===== config.mk =====
export PLATFORM = sky130hd
export DESIGN_NAME = double_ended_queue_with_search
export DESIGN_NICKNAME = d
export VERILOG_FILES = /design/src/hdl/dqs_pkg.sv /design/src/hdl/dqs_ram.sv /design/src/hdl/dqs_front.sv /design/src/hdl/dqs_back.sv /design/src/hdl/double_ended_queue_with_search.sv
export SDC_FILE = /design/constraint.sdc
export NUM_CORES = 2
export LEC_CHECK = 0
export ABC_AREA = 1
export BUFFER_PORTS_ARGS = -buffer_cell sky130_fd_sc_hd__buf_2
export CAP_MARGIN = 0
export CORE_MARGIN = 10
export CORE_UTILIZATION = 52
export CTS_CLUSTER_DIAMETER = 200
export DETAILED_ROUTE_END_ITERATION = 12
export PLACE_DENSITY = 0.71
export SYNTH_ARGS = -nofsm -noshare
export SYNTH_HDL_FRONTEND = slang
export SYNTH_SLANG_ARGS = --single-unit
export TNS_END_PERCENT = 10

===== constraint.sdc =====
create_clock -name clk -period 6.6 [get_ports clk]
set_clock_uncertainty 0.2 [all_clocks]
set_input_delay 0.33 -clock clk [delete_from_list [all_inputs] [get_ports clk]]
set_output_delay 0.33 -clock clk [all_outputs]
set_load 0.005 [all_outputs]

===== src/hdl/dqs_pkg.sv =====
package dqs_pkg;

	localparam int unsigned CAPACITY_DEF = 16;
	localparam int unsigned DATA_W       = 32;
	localparam int unsigned REC_W        = 2 * DATA_W;
	localparam int unsigned OCC_W        = 5;
	localparam int unsigned REQ_W        = 3;
	localparam int unsigned CMDQ_DEPTH   = 2;

	localparam logic [REQ_W-1:0] REQ_PUSH_FRONT = 3'd0;
	localparam logic [REQ_W-1:0] REQ_PUSH_REAR  = 3'd1;
	localparam logic [REQ_W-1:0] REQ_POP_FRONT  = 3'd2;
	localparam logic [REQ_W-1:0] REQ_POP_REAR   = 3'd3;
	localparam logic [REQ_W-1:0] REQ_SEARCH     = 3'd4;
	localparam logic [REQ_W-1:0] REQ_REVERSE    = 3'd5;

	typedef enum logic [2:0] {
		OP_PUSH_FRONT,
		OP_PUSH_REAR,
		OP_POP_FRONT,
		OP_POP_REAR,
		OP_SEARCH,
		OP_REVERSE,
		OP_NONE
	} op_t;

	typedef enum logic [1:0] {
		STAT_OK        = 2'd0,
		STAT_EMPTY     = 2'd1,
		STAT_FULL      = 2'd2,
		STAT_NOT_FOUND = 2'd3
	} status_t;

	typedef enum logic [1:0] {
		ST_IDLE,
		ST_READ,
		ST_SCAN
	} state_t;

	typedef struct packed {
		op_t                       op;
		logic signed [DATA_W-1:0]  key;
		logic        [DATA_W-1:0]  tag;
	} cmd_t;

	function automatic op_t decode_req(input logic [REQ_W-1:0] req);
		op_t op;
		unique case (req)
			REQ_PUSH_FRONT: op = OP_PUSH_FRONT;
			REQ_PUSH_REAR:  op = OP_PUSH_REAR;
			REQ_POP_FRONT:  op = OP_POP_FRONT;
			REQ_POP_REAR:   op = OP_POP_REAR;
			REQ_SEARCH:     op = OP_SEARCH;
			REQ_REVERSE:    op = OP_REVERSE;
			default:        op = OP_NONE;
		endcase
		return op;
	endfunction

endpackage


===== src/hdl/dqs_ram.sv =====
module dqs_ram #(
	parameter int unsigned WIDTH = 64,
	parameter int unsigned DEPTH = 16
) (
	input  logic                     clk,
	input  logic                     wr_en,
	input  logic [$clog2(DEPTH)-1:0] wr_addr,
	input  logic [WIDTH-1:0]         wr_data,
	input  logic                     rd_en,
	input  logic [$clog2(DEPTH)-1:0] rd_addr,
	output logic [WIDTH-1:0]         rd_data
);

	logic [WIDTH-1:0] mem_q [DEPTH];
	logic [WIDTH-1:0] rd_data_q;

	always_ff @(posedge clk) begin
		if (wr_en) begin
			mem_q[wr_addr] <= wr_data;
		end
		if (rd_en) begin
			rd_data_q <= mem_q[rd_addr];
		end
	end

	assign rd_data = rd_data_q;

endmodule


===== src/hdl/dqs_front.sv =====
module dqs_front (
	input  logic                                clk,
	input  logic                                arst_n,
	input  logic                                req_valid,
	output logic                                req_stall,
	input  logic [dqs_pkg::REQ_W-1:0]           req_type,
	input  logic signed [dqs_pkg::DATA_W-1:0]   key_id,
	input  logic [dqs_pkg::DATA_W-1:0]          tag_in,
	output logic                                cmd_valid,
	output dqs_pkg::cmd_t                       cmd,
	input  logic                                cmd_pop
);

	localparam int unsigned D  = dqs_pkg::CMDQ_DEPTH;
	localparam int unsigned PW = $clog2(D);
	localparam int unsigned NW = $clog2(D + 1);

	dqs_pkg::cmd_t  cmdq_q [D];
	logic [PW-1:0]  wptr_q;
	logic [PW-1:0]  rptr_q;
	logic [NW-1:0]  cnt_q;
	logic           push;
	logic           pop;
	dqs_pkg::cmd_t  new_cmd;

	assign req_stall = (cnt_q == NW'(D));
	assign push      = req_valid && !req_stall;
	assign pop       = cmd_pop && cmd_valid;
	assign cmd_valid = (cnt_q != '0);
	assign cmd       = cmdq_q[rptr_q];

	always_comb begin
		new_cmd.op  = dqs_pkg::decode_req(req_type);
		new_cmd.key = key_id;
		new_cmd.tag = tag_in;
	end

	always_ff @(posedge clk) begin
		if (push) begin
			cmdq_q[wptr_q] <= new_cmd;
		end
	end

	always_ff @(posedge clk or negedge arst_n) begin
		if (!arst_n) begin
			wptr_q <= '0;
			rptr_q <= '0;
			cnt_q  <= '0;
		end else begin
			if (push) begin
				wptr_q <= (wptr_q == PW'(D - 1)) ? '0 : wptr_q + 1'b1;
			end
			if (pop) begin
				rptr_q <= (rptr_q == PW'(D - 1)) ? '0 : rptr_q + 1'b1;
			end
			unique case ({push, pop})
				2'b10:   cnt_q <= cnt_q + 1'b1;
				2'b01:   cnt_q <= cnt_q - 1'b1;
				default: cnt_q <= cnt_q;
			endcase
		end
	end

endmodule


===== src/hdl/dqs_back.sv =====
module dqs_back #(
	parameter int unsigned CAPACITY = dqs_pkg::CAPACITY_DEF
) (
	input  logic                                clk,
	input  logic                                arst_n,
	input  logic                                cmd_valid,
	input  dqs_pkg::cmd_t                       cmd,
	output logic                                cmd_pop,
	output logic                                rsp_valid,
	input  logic                                rsp_stall,
	output logic [1:0]                          status,
	output logic signed [dqs_pkg::DATA_W-1:0]   out_id,
	output logic [dqs_pkg::DATA_W-1:0]          tag_out,
	output logic [dqs_pkg::OCC_W-1:0]           occupancy
);

	localparam int unsigned SW = $clog2(CAPACITY);
	localparam int unsigned CW = $clog2(CAPACITY + 1);
	localparam int unsigned DW = dqs_pkg::DATA_W;
	localparam int unsigned RW = dqs_pkg::REC_W;

	function automatic logic [SW-1:0] step(input logic [SW-1:0] s, input logic back);
		logic [SW-1:0] r;
		if (back) begin
			r = (s == '0) ? SW'(CAPACITY - 1) : s - 1'b1;
		end else begin
			r = (s == SW'(CAPACITY - 1)) ? '0 : s + 1'b1;
		end
		return r;
	endfunction

	function automatic logic [SW-1:0] slot_at(input logic [SW-1:0] h, input logic rev,
			input logic [CW-1:0] pos);
		logic [SW:0] hx;
		logic [SW:0] px;
		logic [SW:0] sum;
		hx = {1'b0, h};
		px = (SW+1)'(pos);
		if (rev) begin
			sum = (hx >= px) ? hx - px : hx + (SW+1)'(CAPACITY) - px;
		end else begin
			sum = hx + px;
			if (sum >= (SW+1)'(CAPACITY)) begin
				sum = sum - (SW+1)'(CAPACITY);
			end
		end
		return sum[SW-1:0];
	endfunction

	dqs_pkg::state_t  state_q, state_d;
	logic [SW-1:0]    head_q, head_d;
	logic [CW-1:0]    count_q, count_d;
	logic             rev_q, rev_d;
	logic signed [DW-1:0] key_q;
	logic [SW-1:0]    scan_q;
	logic [CW-1:0]    pos_q;
	logic             cmp_vld_q;
	logic             cmp_last_q;

	logic             rsp_vld_q;
	dqs_pkg::status_t status_q;
	logic signed [DW-1:0] id_q;
	logic [DW-1:0]    tag_q;
	logic [CW-1:0]    occ_q;

	logic             free;
	logic             start;
	logic             full;
	logic             empty;
	logic             issue;
	logic             hit;
	logic             wr_en;
	logic [SW-1:0]    wr_addr;
	logic [RW-1:0]    wr_data;
	logic             rd_en;
	logic [SW-1:0]    rd_addr;
	logic [RW-1:0]    rd_data;
	logic             res_ld;
	logic             res_data;
	dqs_pkg::status_t res_status;
	logic [SW-1:0]    new_head;

	assign free  = !rsp_vld_q || !rsp_stall;
	assign start = (state_q == dqs_pkg::ST_IDLE) && cmd_valid && free;
	assign full  = (count_q == CW'(CAPACITY));
	assign empty = (count_q == '0);
	assign issue = (pos_q != count_q);
	assign hit   = cmp_vld_q && (rd_data[RW-1:DW] == key_q);

	// next state
	always_comb begin
		state_d = state_q;
		unique case (state_q)
			dqs_pkg::ST_IDLE: begin
				if (start && !empty) begin
					if (cmd.op == dqs_pkg::OP_POP_FRONT || cmd.op == dqs_pkg::OP_POP_REAR) begin
						state_d = dqs_pkg::ST_READ;
					end else if (cmd.op == dqs_pkg::OP_SEARCH) begin
						state_d = dqs_pkg::ST_SCAN;
					end
				end
			end
			dqs_pkg::ST_READ: state_d = dqs_pkg::ST_IDLE;
			dqs_pkg::ST_SCAN: begin
				if (hit || (cmp_vld_q && cmp_last_q)) begin
					state_d = dqs_pkg::ST_IDLE;
				end
			end
			default: state_d = dqs_pkg::ST_IDLE;
		endcase
	end

	// outputs and datapath control
	always_comb begin
		cmd_pop    = start;
		wr_en      = 1'b0;
		wr_addr    = head_q;
		wr_data    = {cmd.key, cmd.tag};
		rd_en      = 1'b0;
		rd_addr    = head_q;
		res_ld     = 1'b0;
		res_data   = 1'b0;
		res_status = dqs_pkg::STAT_OK;
		head_d     = head_q;
		count_d    = count_q;
		rev_d      = rev_q;
		new_head   = (count_q != '0) ? step(head_q, !rev_q) : head_q;
		unique case (state_q)
			dqs_pkg::ST_IDLE: begin
				if (start) begin
					unique case (cmd.op)
						dqs_pkg::OP_PUSH_FRONT, dqs_pkg::OP_PUSH_REAR: begin
							res_ld = 1'b1;
							if (full) begin
								res_status = dqs_pkg::STAT_FULL;
							end else begin
								wr_en   = 1'b1;
								count_d = count_q + 1'b1;
								if (cmd.op == dqs_pkg::OP_PUSH_FRONT) begin
									head_d  = new_head;
									wr_addr = new_head;
								end else begin
									wr_addr = slot_at(head_q, rev_q, count_q);
								end
							end
						end
						dqs_pkg::OP_POP_FRONT, dqs_pkg::OP_POP_REAR: begin
							if (empty) begin
								res_ld     = 1'b1;
								res_status = dqs_pkg::STAT_EMPTY;
							end else begin
								rd_en   = 1'b1;
								count_d = count_q - 1'b1;
								if (cmd.op == dqs_pkg::OP_POP_FRONT) begin
									rd_addr = head_q;
									if (count_q > CW'(1)) begin
										head_d = step(head_q, rev_q);
									end
								end else begin
									rd_addr = slot_at(head_q, rev_q, count_q - 1'b1);
								end
							end
						end
						dqs_pkg::OP_SEARCH: begin
							if (empty) begin
								res_ld     = 1'b1;
								res_status = dqs_pkg::STAT_EMPTY;
							end
						end
						dqs_pkg::OP_REVERSE: begin
							res_ld = 1'b1;
							if (count_q >= CW'(2)) begin
								head_d = slot_at(head_q, rev_q, count_q - 1'b1);
								rev_d  = !rev_q;
							end
						end
						default: begin
							res_ld = 1'b1;
						end
					endcase
				end
			end
			dqs_pkg::ST_READ: begin
				res_ld   = 1'b1;
				res_data = 1'b1;
			end
			dqs_pkg::ST_SCAN: begin
				rd_en   = issue;
				rd_addr = scan_q;
				if (hit) begin
					res_ld   = 1'b1;
					res_data = 1'b1;
				end else if (cmp_vld_q && cmp_last_q) begin
					res_ld     = 1'b1;
					res_status = dqs_pkg::STAT_NOT_FOUND;
				end
			end
			default: begin
				cmd_pop = 1'b0;
			end
		endcase
	end

	dqs_ram #(
		.WIDTH (RW),
		.DEPTH (CAPACITY)
	) u_ram (
		.clk     (clk),
		.wr_en   (wr_en),
		.wr_addr (wr_addr),
		.wr_data (wr_data),
		.rd_en   (rd_en),
		.rd_addr (rd_addr),
		.rd_data (rd_data)
	);

	always_ff @(posedge clk or negedge arst_n) begin
		if (!arst_n) begin
			state_q    <= dqs_pkg::ST_IDLE;
			head_q     <= '0;
			count_q    <= '0;
			rev_q      <= 1'b0;
			cmp_vld_q  <= 1'b0;
			rsp_vld_q  <= 1'b0;
		end else begin
			state_q <= state_d;
			head_q  <= head_d;
			count_q <= count_d;
			rev_q   <= rev_d;
			if (state_q == dqs_pkg::ST_SCAN) begin
				cmp_vld_q <= issue;
			end else begin
				cmp_vld_q <= 1'b0;
			end
			if (res_ld) begin
				rsp_vld_q <= 1'b1;
			end else if (!rsp_stall) begin
				rsp_vld_q <= 1'b0;
			end
		end
	end

	// search walk and result payload
	always_ff @(posedge clk) begin
		if (start) begin
			key_q <= cmd.key;
			scan_q <= head_q;
			pos_q  <= '0;
		end else if (state_q == dqs_pkg::ST_SCAN && issue) begin
			scan_q <= step(scan_q, rev_q);
			pos_q  <= pos_q + 1'b1;
		end
		cmp_last_q <= ((pos_q + 1'b1) == count_q);
		if (res_ld) begin
			status_q <= res_status;
			occ_q    <= count_d;
			if (res_data) begin
				id_q  <= rd_data[RW-1:DW];
				tag_q <= rd_data[DW-1:0];
			end else begin
				id_q  <= '0;
				tag_q <= '0;
			end
		end
	end

	assign rsp_valid = rsp_vld_q;
	assign status    = status_q;
	assign out_id    = id_q;
	assign tag_out   = tag_q;
	assign occupancy = dqs_pkg::OCC_W'(occ_q);

endmodule


===== src/hdl/double_ended_queue_with_search.sv =====
// Double-ended queue of up to CAPACITY {id, tag} records in a ring buffer with a
// direction flag. Each request (push front/rear, pop front/rear, search by id,
// reverse) gives exactly one response with status, record and occupancy after the
// request. Requests enter a two-entry command queue and run one at a time on a
// record memory with one write and one registered read port. Push, reverse, unused
// codes and empty pops answer when accepted, other pops after the read; a search
// reads one record per cycle from the front up to a hit or the end; the read port
// sets the rate. The record memory is not cleared at reset and needs no startup pass.
module double_ended_queue_with_search #(
	parameter int unsigned CAPACITY = dqs_pkg::CAPACITY_DEF
) (
	input  logic                                clk,
	input  logic                                arst_n,
	input  logic                                req_valid,
	output logic                                req_stall,
	input  logic [dqs_pkg::REQ_W-1:0]           req_type,
	input  logic signed [dqs_pkg::DATA_W-1:0]   key_id,
	input  logic [dqs_pkg::DATA_W-1:0]          tag_in,
	output logic                                rsp_valid,
	input  logic                                rsp_stall,
	output logic [1:0]                          status,
	output logic signed [dqs_pkg::DATA_W-1:0]   out_id,
	output logic [dqs_pkg::DATA_W-1:0]          tag_out,
	output logic [dqs_pkg::OCC_W-1:0]           occupancy
);

	logic          cmd_valid;
	logic          cmd_pop;
	dqs_pkg::cmd_t cmd;

	dqs_front u_front (
		.clk       (clk),
		.arst_n    (arst_n),
		.req_valid (req_valid),
		.req_stall (req_stall),
		.req_type  (req_type),
		.key_id    (key_id),
		.tag_in    (tag_in),
		.cmd_valid (cmd_valid),
		.cmd       (cmd),
		.cmd_pop   (cmd_pop)
	);

	dqs_back #(
		.CAPACITY (CAPACITY)
	) u_back (
		.clk       (clk),
		.arst_n    (arst_n),
		.cmd_valid (cmd_valid),
		.cmd       (cmd),
		.cmd_pop   (cmd_pop),
		.rsp_valid (rsp_valid),
		.rsp_stall (rsp_stall),
		.status    (status),
		.out_id    (out_id),
		.tag_out   (tag_out),
		.occupancy (occupancy)
	);

endmodule

Word-level counts from Yosys, hierarchy flattened
Memories as Yosys holds them, arrays and structs flattened. A register that Yosys moved wholly into a read port is not among the register bits.
Cells that the tools add are included.
- add/subtract/negate cells: 20
- equality and inequality tests: 31
- magnitude comparators: 6
- muxes and demuxes: 78
- reduce and logical (&&, ||, !) cells: 34
- operator list (cell ; number):
    2-to-1 mux 4 bit ; 31
    equality test 32 bit ; 1
    2-to-1 mux 1 bit ; 24
    2-to-1 mux 5 bit ; 4
    one-hot mux 3 bit (6 select lines) ; 1
    2-to-1 mux 2 bit ; 8
    one-hot mux 2 bit (2 select lines) ; 4
    subtractor 4 x 1 -> 4 bit, second input constant ; 4
    subtractor 4 bit ; 4
    adder 4 x 1 -> 4 bit, second input constant ; 3
    equality test 3 x 2 -> 1 bit, second input constant ; 4
    equality test 3 bit, second input constant ; 4
    inequality test 2 x 1 -> 1 bit, second input constant ; 6
    one-hot mux 4 bit (3 select lines) ; 1
    adder 4 x 5 -> 5 bit ; 2
    adder 5 x 1 -> 5 bit, second input constant ; 2
    >= comparator 4 x 5 -> 1 bit ; 2
    >= comparator 5 bit, second input constant ; 2
    one-hot mux 5 bit (2 select lines) ; 1
    AND reduction 9 bit ; 1
    equality test 4 bit, second input constant ; 2
    logical AND 1 bit ; 8
    zero test 4 bit ; 2
    one-hot mux 4 bit (2 select lines) ; 1
    other kinds (28) ; 47
- memories kept: 2
- memory bits (writable): 1158
- logic and storage cells: 188
- input bits: 71
- output and inout port bits: 73
- flip-flop bits (word level): 131
- memories (memory ; words ; width ; rd ports ; clocked after memory_dff ; wr ports ; RTL line ; RTL):
    u_back.u_ram.mem_q ; 16 ; 64 ; 1 ; 1 ; 1 ; dqs_ram.sv:14 ; logic [WIDTH-1:0] mem_q [DEPTH];
    u_front.cmdq_q ; 2 ; 67 ; 1 ; 0 ; 1 ; dqs_front.sv:18 ; dqs_pkg::cmd_t cmdq_q [D];

Longest topological paths before layout
- depth in word-level cells: 10
- depth in mapped cells: 19

Modules after synthesis
Synthesis repeated with hierarchy kept, for this count alone.
- cell total of the unflattened synthesis: 5372
- area, all modules: 57999.4 um^2
- modules (own cells, without submodules) (module ; times used ; seq. area each (um^2) ; area each (um^2) ; cells each):
    dqs_ram ; 1 ; 32671.3 ; 45876.5 ; 4212
    dqs_back ; 1 ; 3683.5 ; 6998.0 ; 775
    dqs_front ; 1 ; 4124.0 ; 5124.9 ; 385

Worst setup path after synthesis
No wires, ideal clock.
- path kind: flip-flop to flip-flop
- from: register u_back.state_q[0]
- to: register u_back.u_ram.rd_data_q[0], in the netlist u_back.u_ram.rd_data[0], read port of u_back.u_ram.mem_q (enable)
- arrival: 6.459 ns
- stages on the path, launching flop included: 9
- buffers on the path: 2
- setup time: 0.574 ns
- setup slack: -0.633 ns
- period minus slack after synthesis: 7.233 ns
- path through: dfrtp_1 inv_1 ha_1 nand2_1 nor2_2 buf_2 inv_1 clkbuf_1 o21ai_0
- cells in the longest elaborated chain, start to end: 5
- RTL lines (element ; RTL line ; RTL):
    start: declaration ; dqs_back.sv:50 ; dqs_pkg::state_t state_q, state_d;
    start signal: assignment ; dqs_back.sv:219 ; state_q <= dqs_pkg::ST_IDLE;
    start signal: assignment ; dqs_back.sv:226 ; state_q <= state_d;
    zero test 2 bit ; dqs_back.sv:84 ; assign start = (state_q == dqs_pkg::ST_IDLE) && cmd_valid && free;
    logical AND 1 bit (2 in a row) ; dqs_back.sv:84 ;
    named net u_back.start ; dqs_back.sv:67 ; logic start;
    2-to-1 mux 1 bit ; dqs_back.sv:130 ; if (start) begin
    one-hot mux 1 bit (2 select lines) ; dqs_back.sv:128 ; unique case (state_q)
    named net u_back.rd_en ; dqs_back.sv:75 ; logic rd_en;
    end: declaration ; dqs_ram.sv:15 ; logic [WIDTH-1:0] rd_data_q;
The timed path passes the listed nets, and every way through them passes these cells.
A chain may end at the register's enable or synchronous reset.

Worst setup path after layout
- from: register u_back.count_q[0]
- to: memory u_back.u_ram.mem_q[4][20] (enable)
- cells in the longest elaborated chain, start to end: 9
- RTL lines (element ; RTL line ; RTL):
    start: declaration ; dqs_back.sv:52 ; logic [CW-1:0] count_q, count_d;
    start signal: assignment ; dqs_back.sv:228 ; count_q <= count_d;
    adder 4 x 5 -> 5 bit ; dqs_back.sv:42 ; sum = hx + px;
    subtractor 4 x 1 -> 4 bit or >= comparator 5 bit (tied branches) ; dqs_back.sv:44, dqs_back.sv:43 ;
    2-to-1 mux 4 bit ; dqs_back.sv:43 ; if (sum >= (SW+1)'(CAPACITY)) begin
    2-to-1 mux 4 bit ; dqs_back.sv:39 ; if (rev) begin
    2-to-1 mux 4 bit ; dqs_back.sv:139 ; if (cmd.op == dqs_pkg::OP_PUSH_FRONT) begin
    2-to-1 mux 4 bit ; dqs_back.sv:134 ; if (full) begin
    2-to-1 mux 4 bit ; dqs_back.sv:131 ; unique case (cmd.op)
    2-to-1 mux 4 bit ; dqs_back.sv:130 ;
    2-to-1 mux 4 bit ; dqs_back.sv:128 ;
    end: declaration ; dqs_ram.sv:14 ;
Parallel ways exist; a longest one is shown, timed or not.

==> metrics <==
CTS sink cnt=1353; Final setup violation count=0; Initial Utilization=a little over half; Yosys Warn Count=0; CTS tree=built; CP startpoint=u_back.count_q[0]$_DFF_PN0_; critical path data arrival time=5000 ps; Crit Path Class=reg2reg; WL final=146000 um; Die Ht=354 um; Die Area=between 100000 and 150000 sq um; core footprint=111000 sq um; worst reg2reg path depth=14; global route total overflow=0; CTS max path bufs=3; Final ANT Viol Nets=0; Avg Cell Area, Syn=approximately 11 sq um; layout cells sized above 1=8.44%; Synth Net Count=5201; TritonCTS Buffers=139; Slew @ Worst Pin=1350 ps; first-pass GRT wire length=221000 um; FF+latch count, synth=1353; Distinct cells, synth=50; pin count of the biggest net entering global routing=222; final worst path period need=4830 ps; r2r setup slk=~1800 ps; Resize count post-CTS=0; CP required=6770 ps; routability cong.=~0.84; Max stage delay on crit path=650 ps; Max Clk Rate=207 MHz; DRC=0; commonest non-fill, non-tap cell in the layout=edfxtp_1; Worst-Skew Late Latency=760 ps; max_cap viols=0; ant diodes=0; RSZ-0062 raised after global routing=no; Post-CTS Setup Inserts=0; status=finished clean; Final Hold Fails=0; crit path capture=u_back.u_ram.mem_q[4][20]$_DFFE_PP_; length of the first detailed-routing pass in iterations=6; chip width=354 um; htree depth=4; Max Slew Vio Count=0; FILL cells=8655; Layout area overhead=12.3%; Port Buffers=143; root buf cell=clkbuf_16; CP startpoint kind=register; Tcrit/Tclk final=73.3%; TNS Setup=0 ps; Reg area=40500 sq um; Core Rows=approximately 120; vias in the first global route=between 30k and 40k; Synth Flop Type=edfxtp_1; Crit Path Max Fanout=34; final worst slack=between 1500 and 2000 ps; DRT iter0 DRCs=approximately 4.4k; detailed-route via count=38.2k; Vias/cell=5.60; WL/cell=21.5 um; Critical Path Sink Type=register; clock-pin slew on the worst setup and hold paths=60 ps; slowest CP cell=buf_4; Critical R2R Capture=u_back.u_ram.mem_q[4][20]$_DFFE_PP_; sequential share of the synthesized area=69.8%; crit-path cells=inv_1 -> ha_1 -> xnor2_2 -> o21ai_0 -> ha_1 -> nand2_1 -> nor2_1 -> a211oi_1 -> o21ai_0 -> nand2_1 -> o21bai_1 -> nand3_1 -> nor2_4 -> buf_4; synthesized area=slightly below 60000 sq um; most frequent cells in the layout=edfxtp_1 (1329), nand2_1 (1266), nand3_1 (1054); Mapped Cells=5104; area of the multi-input gates=13900 sq um; Hold Crit Class=in2reg; nets=5320; async set-reset flop share out of synthesis=1.33%; DP Worst Slack=approximately 1800 ps; initial antenna violation count=0; DP HPWL=between 70000 and 80000 um; Post-synth EDFFs=1329; # IOs=144; GRT Total Usage=22.8%; reg2reg start=u_back.count_q[0]$_DFF_PN0_; Slew Limit Headroom=under 10%
[area by class of cell]
| type | instances | area share (%) |
|---|---|---|
| clock buffer | 171 | 5.66 |
| clock inverter | 80 | 1.07 |
| inverter | 579 | 3.35 |
| multi-input combinational | 2873 | 21.4 |
| sequential | 1353 | 62.2 |
| tap | 1488 | 2.86 |
| timing repair buffer | 277 | 3.43 |
[through the flow]
stage	hold WS [ps]	util [%]	instance area, sq um	instances
2_1_floorplan	-166	-	58000	5104
3_3_place_gp	120	54.2	60000	6500
3_5_place_dp	121	54.2	60000	6500
4_1_cts	7.48	58.8	65100	6821
5_1_grt	53.3	58.8	65100	6821
6_report	47.8	58.8	65100	6821
[worst max-delay path, delay by kind of cell, from the launching register on]
| kind | cells | cell delay, ps |
|---|---|---|
| AND/OR/NAND/NOR | 5 | 1190 |
| AO/OA/AOI/OAI | 4 | 830 |
| XOR/XNOR | 1 | 190 |
| flip-flops | 1 | 550 |
| adder cells (fa/ha/maj) | 2 | 640 |
| buffers and inverters | 2 | 840 |
[metal layers]
| metal | wire length, um | share of wire, % | up-vias | global-route usage (%) |
|---|---|---|---|---|
| met4 | 4750 | 3.2 | 0 | 8.36 |
| met5 | 0 | 0 | - | 0 |
| li1 | - | - | 17635 | - |
| met1 | 59200 | 40 | 18482 | 30.2 |
| met3 | 12700 | 8.6 | 311 | 4.07 |
| met2 | 69900 | 48 | 1779 | 37.4 |
[worst min-delay path by stage]
stage	from	endpoint	slack, ps	depth (start not counted)
2_1_floorplan	arst_n	u_back.cmp_vld_q$_DFF_PN0_	-170	0
3_3_place_gp	arst_n	u_back.count_q[4]$_DFF_PN0_	120	1
3_5_place_dp	arst_n	u_back.count_q[2]$_DFF_PN0_	120	1
4_1_cts	req_valid	u_front.wptr_q$_DFFE_PN0P_	7	3
5_1_grt	req_valid	u_front.wptr_q$_DFFE_PN0P_	50	3
6_report	req_valid	u_front.wptr_q$_DFFE_PN0P_	50	3
[cell usage after synthesis, types with 3 or more instances]
cell | n | share of area [%]
nand3_1 | 1055 | 9.1
nor2_1 | 131 | 0.85
ha_1 | 24 | 0.52
nor3b_1 | 3 | 0.039
dfxtp_1 | 6 | 0.21
buf_2 | 208 | 1.8
nor4_1 | 7 | 0.076
a21oi_1 | 29 | 0.25
or2_2 | 7 | 0.076
edfxtp_1 | 1329 | 69
nand2_1 | 1268 | 8.2
buf_4 | 39 | 0.51
xnor2_1 | 9 | 0.14
buf_1 | 3 | 0.019
inv_2 | 3 | 0.019
o21ai_0 | 47 | 0.41
o21ai_1 | 3 | 0.026
dfrtp_1 | 18 | 0.78
o22ai_1 | 5 | 0.054
a31oi_1 | 3 | 0.032
clkbuf_1 | 37 | 0.24
xor2_1 | 34 | 0.51
buf_6 | 11 | 0.21
nand3b_1 | 194 | 2.5
nor3_1 | 11 | 0.095
o211ai_1 | 3 | 0.039
nand4_1 | 9 | 0.097
inv_1 | 575 | 3.7
nand2_2 | 5 | 0.054
[state kept, by name (all words and copies together), names as in the netlist, 2 cells and up]
name / flops
u_back.pos_q: 5
u_front.cnt_q: 2
u_back.out_id: 32
u_back.occupancy: 5
u_back.key_q: 32
u_back.state_q: 2
u_back.head_q: 4
u_back.status: 2
u_front.cmdq_q: 134
u_back.u_ram.mem_q: 1024
u_back.u_ram.rd_data: 64
u_back.scan_q: 4
u_back.tag_out: 32
u_back.count_q: 5
[repair_timing]
action                     in CTS  in global routing
hold buffers                   70                  0
setup endpoints to repair       0                  0
hold endpoints to repair      154                  0
[cell families after synthesis]
kind of cell               after synthesis  share of synthesized area (%)
and+or+nand+nor                       2700                           21.3
DFF                                   1353                           69.8
buffers and inverters                  878                           6.54
AOI/OAI and AO/OA                      102                          0.982
xor gates and xnor gates                45                          0.706
adders and majority gates               26                          0.587
Power is left out: the tool's default activity adds up to more than one toggle a clock period on the data nets, which glitch-free logic cannot reach.
